### src/hw/rtl/sha1s_pkg.sv
// ============================================================================
// SHA-1 stream hasher package
// Shared types and constants for the SHA-1 stream hasher and its sub-blocks.
// ============================================================================
package sha1s_pkg;

    typedef enum logic [1:0]
    {
        FUNC_ABSORB     = 2'd0,
        FUNC_ABSORB_FIN = 2'd1,
        FUNC_FINISH     = 2'd2,
        FUNC_UNUSED     = 2'd3
    } func_t;

    localparam logic [31:0] SHA1_IV [5] = '{
        32'h67452301, 32'hEFCDAB89, 32'h98BADCFE, 32'h10325476, 32'hC3D2E1F0
    };

    localparam logic [31:0] ROUND_K0 = 32'h5A827999;
    localparam logic [31:0] ROUND_K1 = 32'h6ED9EBA1;
    localparam logic [31:0] ROUND_K2 = 32'h8F1BBCDC;
    localparam logic [31:0] ROUND_K3 = 32'hCA62C1D6;

    localparam logic [6:0] ROUND_GROUP1 = 7'd20;
    localparam logic [6:0] ROUND_GROUP2 = 7'd40;
    localparam logic [6:0] ROUND_GROUP3 = 7'd60;
    localparam logic [6:0] ROUND_LAST   = 7'd79;

    localparam logic [5:0] POS_LENGTH = 6'd56;
    localparam logic [5:0] POS_LAST   = 6'd63;
    localparam logic [7:0] PAD_MARKER = 8'h80;
    localparam logic [2:0] WORD_LAST  = 3'd4;

    typedef struct packed
    {
        logic       shift_en;
        logic [7:0] shift_byte;
        logic       round_en;
        logic [6:0] round_idx;
        logic       add_en;
        logic       init_en;
        logic [2:0] word_idx;
    } ctl_t;

endpackage

### src/hw/rtl/sha1s_datapath.sv
// ============================================================================
// SHA-1 datapath
// Block window, working variables, chaining value and the shared round unit.
// ============================================================================
module sha1s_datapath
    import sha1s_pkg::*;
(
    input  logic        clk,
    input  logic        rst_n,
    input  ctl_t        ctl,
    output logic [31:0] digest_word
);

    logic [511:0] blk_reg;
    logic [511:0] blk_next;
    logic [31:0]  chain_reg [5];
    logic [31:0]  a_reg, b_reg, c_reg, d_reg, e_reg;
    logic [31:0]  ca, cb, cc, cd, ce;
    logic [31:0]  w0, w2, w8, w13, mix_w, new_w;
    logic [31:0]  f_val, k_val, tmp;
    logic         first;

    assign first = (ctl.round_idx == 7'd0);
    assign ca    = first ? chain_reg[0] : a_reg;
    assign cb    = first ? chain_reg[1] : b_reg;
    assign cc    = first ? chain_reg[2] : c_reg;
    assign cd    = first ? chain_reg[3] : d_reg;
    assign ce    = first ? chain_reg[4] : e_reg;

    // The window holds the sixteen schedule words of the current round, oldest at the top.
    assign w0    = blk_reg[511:480];
    assign w2    = blk_reg[447:416];
    assign w8    = blk_reg[255:224];
    assign w13   = blk_reg[95:64];
    assign mix_w = w13 ^ w8 ^ w2 ^ w0;
    assign new_w = {mix_w[30:0], mix_w[31]};

    always_comb
    begin
        priority if (ctl.round_idx < ROUND_GROUP1)
        begin
            f_val = (cb & cc) | (~cb & cd);
            k_val = ROUND_K0;
        end
        else if (ctl.round_idx < ROUND_GROUP2)
        begin
            f_val = cb ^ cc ^ cd;
            k_val = ROUND_K1;
        end
        else if (ctl.round_idx < ROUND_GROUP3)
        begin
            f_val = (cb & cc) | (cb & cd) | (cc & cd);
            k_val = ROUND_K2;
        end
        else
        begin
            f_val = cb ^ cc ^ cd;
            k_val = ROUND_K3;
        end
    end

    assign tmp = {ca[26:0], ca[31:27]} + f_val + ce + k_val + w0;

    always_comb
    begin
        blk_next = blk_reg;
        if (ctl.shift_en)
        begin
            blk_next = {blk_reg[503:0], ctl.shift_byte};
        end
        else if (ctl.round_en)
        begin
            blk_next = {blk_reg[479:0], new_w};
        end
    end

    always_ff @(posedge clk)
    begin
        blk_reg <= blk_next;
        if (ctl.round_en)
        begin
            a_reg <= tmp;
            b_reg <= ca;
            c_reg <= {cb[1:0], cb[31:2]};
            d_reg <= cc;
            e_reg <= cd;
        end
    end

    always_ff @(posedge clk or negedge rst_n)
    begin
        if (!rst_n)
        begin
            for (int i = 0; i < 5; i++)
            begin
                chain_reg[i] <= SHA1_IV[i];
            end
        end
        else if (ctl.init_en)
        begin
            for (int i = 0; i < 5; i++)
            begin
                chain_reg[i] <= SHA1_IV[i];
            end
        end
        else if (ctl.add_en)
        begin
            chain_reg[0] <= chain_reg[0] + a_reg;
            chain_reg[1] <= chain_reg[1] + b_reg;
            chain_reg[2] <= chain_reg[2] + c_reg;
            chain_reg[3] <= chain_reg[3] + d_reg;
            chain_reg[4] <= chain_reg[4] + e_reg;
        end
    end

    always_comb
    begin
        unique case (ctl.word_idx)
            3'd0:    digest_word = chain_reg[0];
            3'd1:    digest_word = chain_reg[1];
            3'd2:    digest_word = chain_reg[2];
            3'd3:    digest_word = chain_reg[3];
            default: digest_word = chain_reg[4];
        endcase
    end

endmodule

### src/hw/rtl/sha1s_ctrl.sv
// ============================================================================
// SHA-1 sequencer
// Byte intake, bit count, padding generation, round sequencing and digest output.
// ============================================================================
module sha1s_ctrl
    import sha1s_pkg::*;
(
    input  logic       clk,
    input  logic       rst_n,
    input  logic       in_valid,
    output logic       in_ready,
    input  logic [1:0] func,
    input  logic [7:0] data_byte,
    output logic       out_valid,
    input  logic       out_ready,
    output ctl_t       ctl
);

    typedef enum logic [4:0]
    {
        S_IDLE  = 5'b00001,
        S_PAD   = 5'b00010,
        S_ROUND = 5'b00100,
        S_ADD   = 5'b01000,
        S_OUT   = 5'b10000
    } state_t;

    state_t            state_reg, state_next;
    logic [60:0]       cnt_reg, cnt_next;
    logic [7:0][7:0]   len_reg, len_next;
    logic [6:0]        rnd_reg, rnd_next;
    logic [2:0]        widx_reg, widx_next;
    logic              fin_reg, fin_next;
    logic              sent_reg, sent_next;
    logic              lenph_reg, lenph_next;
    logic              done_reg, done_next;
    logic [5:0]        pos;
    func_t             fcode;

    assign pos       = cnt_reg[5:0];
    assign fcode     = func_t'(func);
    assign in_ready  = (state_reg == S_IDLE);
    assign out_valid = (state_reg == S_OUT);

    always_comb
    begin
        state_next = state_reg;
        cnt_next   = cnt_reg;
        len_next   = len_reg;
        rnd_next   = rnd_reg;
        widx_next  = widx_reg;
        fin_next   = fin_reg;
        sent_next  = sent_reg;
        lenph_next = lenph_reg;
        done_next  = done_reg;
        ctl        = '0;
        ctl.round_idx = rnd_reg;
        ctl.word_idx  = widx_reg;

        unique case (state_reg)
            S_IDLE:
            begin
                if (in_valid && (fcode != FUNC_UNUSED))
                begin
                    if (fcode != FUNC_FINISH)
                    begin
                        ctl.shift_en   = 1'b1;
                        ctl.shift_byte = data_byte;
                        cnt_next       = cnt_reg + 61'd1;
                    end
                    if (fcode != FUNC_ABSORB)
                    begin
                        fin_next   = 1'b1;
                        sent_next  = 1'b0;
                        lenph_next = 1'b0;
                        done_next  = 1'b0;
                        len_next   = {cnt_next, 3'b000};
                    end
                    if (ctl.shift_en && (pos == POS_LAST))
                    begin
                        rnd_next   = 7'd0;
                        state_next = S_ROUND;
                    end
                    else if (fcode != FUNC_ABSORB)
                    begin
                        state_next = S_PAD;
                    end
                end
            end
            S_PAD:
            begin
                ctl.shift_en = 1'b1;
                cnt_next     = cnt_reg + 61'd1;
                if (!sent_reg)
                begin
                    ctl.shift_byte = PAD_MARKER;
                    sent_next      = 1'b1;
                end
                else if (lenph_reg || (pos == POS_LENGTH))
                begin
                    ctl.shift_byte = len_reg[3'd7 - pos[2:0]];
                    lenph_next     = 1'b1;
                    if (pos == POS_LAST)
                    begin
                        done_next = 1'b1;
                    end
                end
                else
                begin
                    ctl.shift_byte = 8'h00;
                end
                if (pos == POS_LAST)
                begin
                    rnd_next   = 7'd0;
                    state_next = S_ROUND;
                end
            end
            S_ROUND:
            begin
                ctl.round_en = 1'b1;
                rnd_next     = rnd_reg + 7'd1;
                if (rnd_reg == ROUND_LAST)
                begin
                    state_next = S_ADD;
                end
            end
            S_ADD:
            begin
                ctl.add_en = 1'b1;
                if (fin_reg && done_reg)
                begin
                    widx_next  = 3'd0;
                    state_next = S_OUT;
                end
                else if (fin_reg)
                begin
                    state_next = S_PAD;
                end
                else
                begin
                    state_next = S_IDLE;
                end
            end
            S_OUT:
            begin
                if (out_ready)
                begin
                    if (widx_reg == WORD_LAST)
                    begin
                        ctl.init_en = 1'b1;
                        cnt_next    = '0;
                        fin_next    = 1'b0;
                        state_next  = S_IDLE;
                    end
                    else
                    begin
                        widx_next = widx_reg + 3'd1;
                    end
                end
            end
            default:
            begin
                state_next = S_IDLE;
            end
        endcase
    end

    always_ff @(posedge clk or negedge rst_n)
    begin
        if (!rst_n)
        begin
            state_reg <= S_IDLE;
            cnt_reg   <= '0;
            rnd_reg   <= '0;
            widx_reg  <= '0;
            fin_reg   <= 1'b0;
            sent_reg  <= 1'b0;
            lenph_reg <= 1'b0;
            done_reg  <= 1'b0;
        end
        else
        begin
            state_reg <= state_next;
            cnt_reg   <= cnt_next;
            rnd_reg   <= rnd_next;
            widx_reg  <= widx_next;
            fin_reg   <= fin_next;
            sent_reg  <= sent_next;
            lenph_reg <= lenph_next;
            done_reg  <= done_next;
        end
    end

    always_ff @(posedge clk)
    begin
        len_reg <= len_next;
    end

endmodule

### src/hw/rtl/sha1_stream_hasher.sv
// ============================================================================
// SHA-1 stream hasher
// Hashes a byte stream with SHA-1 and returns the digest as five words.
// ============================================================================
// Each input word carries func and data_byte: absorb a byte, absorb a byte and
// finish, or finish with no byte; the unused func code is taken and ignored.
// A plain absorb byte that does not complete a 64-byte block is taken and
// leaves the block ready, so such bytes stream in back to back. A byte that
// completes a block starts the compression, during which in_ready is low: 80
// rounds through one shared round unit, then a fold of the result into the
// chaining value. On finish the padding bytes are generated internally at one
// per cycle, pausing while a block is compressed, with one or two further
// compressions, after which the five digest words are presented on the output
// channel, word_index 0 first and last_word on the fifth. The digest is held
// for as long as out_ready stays low; no input is taken until the fifth word
// is accepted, which also restores the initial chaining value and clears the
// bit count. Reset does the same and leaves the block idle and ready.
// ============================================================================
module sha1_stream_hasher
    import sha1s_pkg::*;
(
    input  logic        clk,
    input  logic        rst_n,
    input  logic        in_valid,
    output logic        in_ready,
    input  logic [1:0]  func,
    input  logic [7:0]  data_byte,
    output logic        out_valid,
    input  logic        out_ready,
    output logic [31:0] digest_word,
    output logic [2:0]  word_index,
    output logic        last_word
);

    ctl_t ctl;

    sha1s_ctrl u_ctrl
    (
        .clk       (clk),
        .rst_n     (rst_n),
        .in_valid  (in_valid),
        .in_ready  (in_ready),
        .func      (func),
        .data_byte (data_byte),
        .out_valid (out_valid),
        .out_ready (out_ready),
        .ctl       (ctl)
    );

    sha1s_datapath u_datapath
    (
        .clk         (clk),
        .rst_n       (rst_n),
        .ctl         (ctl),
        .digest_word (digest_word)
    );

    assign word_index = ctl.word_idx;
    assign last_word  = (ctl.word_idx == WORD_LAST);

    a_no_overlap: assert property (@(posedge clk) disable iff (!rst_n)
        !(in_ready && out_valid))
        else $error("input taken while the digest is being presented");

    a_index_range: assert property (@(posedge clk) disable iff (!rst_n)
        out_valid |-> (word_index <= WORD_LAST))
        else $error("digest word index out of range");

    a_ready_after_last: assert property (@(posedge clk) disable iff (!rst_n)
        (out_valid && out_ready && last_word) |=> (in_ready && !out_valid))
        else $error("block not idle after the final digest word");

    a_no_shift_and_round: assert property (@(posedge clk) disable iff (!rst_n)
        !(ctl.shift_en && ctl.round_en))
        else $error("byte intake and compression round in the same cycle");

endmodule

### config.mk
export PLATFORM = sky130hd
export DESIGN_NAME = sha1_stream_hasher
export DESIGN_NICKNAME = d
export VERILOG_FILES = /design/src/hw/rtl/sha1s_pkg.sv /design/src/hw/rtl/sha1s_datapath.sv /design/src/hw/rtl/sha1s_ctrl.sv /design/src/hw/rtl/sha1_stream_hasher.sv
export SDC_FILE = /design/constraint.sdc
export NUM_CORES = 2
export LEC_CHECK = 0
export BUFFER_PORTS_ARGS = -buffer_cell sky130_fd_sc_hd__buf_2
export CAP_MARGIN = 5
export CORE_MARGIN = 1.5
export CORE_UTILIZATION = 50
export CTS_BUF_LIST = sky130_fd_sc_hd__clkbuf_4
export CTS_CLUSTER_SIZE = 16
export DETAILED_ROUTE_END_ITERATION = 10
export PLACE_DENSITY = 0.65
export SLEW_MARGIN = 20
export SYNTH_ARGS = -nofsm -noshare
export SYNTH_HDL_FRONTEND = slang
export SYNTH_SLANG_ARGS = --single-unit
### constraint.sdc
create_clock -name clk -period 28.3 [get_ports clk]
set_clock_uncertainty 0.1 [all_clocks]
set_input_delay 4.245 -clock clk [delete_from_list [all_inputs] [get_ports clk]]
set_output_delay 4.245 -clock clk [all_outputs]
set_load 0.005 [all_outputs]
==> metrics <==
vias in the first global route=roughly 42,000; CORE AREA=111,000 µm²; DRT Wirelength=149,000 µm; Slew headroom=18.6%; drt via density=5.66; Port Buf Inserts=51; wire per inst=19.7 µm; placed wire-length estimate=100,000 µm; fin crit share=roughly 30%; crit end category=primary output; Clock Latency Late Sink=between 1 and 1.5 ns; global-route wire length before repair=234,000 µm; CP Data Arrival Time=4.22 ns; Die W=339 µm; outcome=complete, no violations; clk buf depth=4; post-synthesis sequential area ratio=50.0%; flops & latches, synth=973; ANT nets after route=0; root buffer cell=clkbuf_4; critical path, cell by cell=inv_1 -> ha_1 -> nor2b_2 -> buf_4 -> or4_2 -> buf_4 -> a31oi_1 -> buf_2; final instance area=61,300 µm²; CTS tree=yes; total grt overflow=0; Num CTS Buffers=292; H-Tree Depth=5; vias=42,800; RSZ-0062 raised after global routing=no; max reg flops=512; post-synthesis cell count=5,731; Max Cap Viol=0; Hold-fix buffers, CTS=0; CTS sink count=around 970; Worst Setup Start Kind=flop; Tot GR Track Use=25.9%; num ports=52; ys async rst share=roughly a quarter; mean post-synth cell area=9.82 µm²; Final Hold Vio Count=0; post-layout util=55.2%; Syn Std Cell Area=about 56,000 µm²; most common cell after layout, fill and taps aside=nand2_1; Max VDD drop=between 0.08 and 0.09 mV; Max Slew Vio Count=0; post-layout min period=8.57 ns; number of fill cells in the layout=between 10,000 and 15,000; share of cells above drive strength 1=12.6%; slowest cell delay on critical path=0.69 ns; RePlAce Congestion=0.944; Setup TNS Final=0 ns; Fin Hold WS=0.368 ns; Synthesized Nets=6,061; most used cell, CP=buf_4; Starting DRT DRC Count=4,072; Synth Warn #=0; die height=339 µm; final routed DRC violation total=0; EDFF count, synth=~730; Max FO, Critical Path=64; initial core utilization=50.6%; power density cells=a little under 90 nW/µm²; # resized after CTS=0; die footprint=115,000 µm²; row count=122; most frequent cells in the layout=1,674 x nand2_1, 733 x edfxtp_1, 422 x clkbuf_4; Cell variety after synth=93; CP Class=reg2out; WP data required=23.95 ns; CP max-delay cell=or4_2; Pleak=26.3 nW; DRT Pass-1 Iters=7; Area growth syn-to-layout=8.99%; setup violators final=0; antenna violations before repair=3; slew at the pin with the worst max-slew slack=1.22 ns; Clock transition at path regs=0.06 ns; worst hold path type=reg2reg; placement-stage cell area=between 50,000 and 60,000 µm²; Most used DFF post-synth=edfxtp_1; Max Clock Freq=117 MHz; largest net degree at the start of global routing=around 260; setup bufs post-CTS=0; Nets=6,188
[layer usage]
layer  part of all wire (%)  track usage, %  wire, µm  up-vias
met4                    3.3            10.7      4910        2
met5                 0.0074               0        11        -
met3                    5.8            4.08      8610      301
li1                       -               -         -    20400
met2                     46            40.7     69000     1303
met1                     45            35.7     66400    20800
[layout make-up]
class | instances | area, µm² | share of cell area (%)
antenna | 8 | 20.0 | 0.0326
timing repair buffer | 100 | 683 | 1.11
clock inverter | 78 | 363 | 0.592
tap | 1488 | 1860 | 3.04
multi-input combinational | 4227 | 26100 | 42.6
sequential | 973 | 28100 | 45.8
clock buffer | 422 | 3170 | 5.16
inverter | 264 | 996 | 1.62
[where the power goes]
group          internal (mW)  total [mW]  leakage (nW)  switching [mW]
Clock                  0.701        1.33          2.14           0.626
Sequential              2.21        2.48          9.46           0.264
Combinational          0.528        1.59          14.7            1.06
[Yosys cell counts (41+ instances only)]
| master | n | area share (%) |
|---|---|---|
| nand3_1 | 81 | 0.72 |
| inv_1 | 262 | 1.7 |
| dfrtp_1 | 159 | 7.1 |
| ha_1 | 206 | 4.6 |
| xnor2_1 | 237 | 3.7 |
| nand4_1 | 41 | 0.46 |
| dfstp_2 | 81 | 3.8 |
| a21oi_1 | 289 | 2.6 |
| a31oi_1 | 89 | 0.99 |
| nor2_1 | 296 | 2.0 |
| a22oi_1 | 75 | 1.0 |
| mux2_2 | 88 | 1.8 |
| edfxtp_1 | 733 | 39 |
| xor2_1 | 90 | 1.4 |
| mux2i_1 | 87 | 1.5 |
| nand2_1 | 1675 | 11 |
| buf_2 | 53 | 0.47 |
| clkbuf_1 | 181 | 1.2 |
| a21o_1 | 91 | 1.2 |
| o21ai_0 | 288 | 2.6 |
| nor3_1 | 44 | 0.39 |
| fa_1 | 110 | 3.9 |
[kinds of logic (layout without fill, tap and decap cells)]
group,count (synthesis),in the layout,synth area share (%)
mux,189,189,3.85
xor+xnor,327,327,5.09
flops,973,973,50.0
fa+ha+maj,317,317,8.51
simple gates,2282,2282,16.5
buf+inv,531,864,3.75
other cells,0,8,0
compound gates,1112,1112,12.4
[path summary, 6_finish.rpt]
| check | endpoint | startpoint | cells past startpoint | slack, ns |
|---|---|---|---|---|
| max | digest_word[16] | u_ctrl.widx_reg[1] | 8 | 19.73 |
| min | u_datapath.blk_reg[358] | u_datapath.blk_reg[326] | 2 | 0.37 |
| max reg2reg | u_datapath.a_reg[31] | u_ctrl.rnd_reg[0] | 22 | 19.77 |
| min reg2reg | u_datapath.blk_reg[358] | u_datapath.blk_reg[326] | 2 | 0.37 |
| max in group asynchronous | u_ctrl.cnt_reg[12] | rst_n | 2 | 23.67 |
| min in group asynchronous | u_ctrl.rnd_reg[2] | rst_n | 1 | 2.98 |
[per-stage QoR]
step | cells | worst slack, ns | power (mW)
floorplan | 5731 | 11.00 | 3.79
detailed placement | 7052 | 19.87 | 4.09
finish | 7560 | 19.73 | 5.39
CTS | 7552 | 19.65 | 5.45
global route | 7560 | 19.36 | 5.77
global placement | 7052 | 20.00 | 4.06
[critical path: cells and delay by family (launching register included)]
family | cells | cell delay (ns)
DFF | 1 | 0.44
adders and majority gates | 1 | 0.18
buffers and inverters | 4 | 0.92
AOI/OAI and AO/OA | 1 | 0.57
and+or+nand+nor | 2 | 0.83
Note: power is estimated with default switching activity, not from simulation.
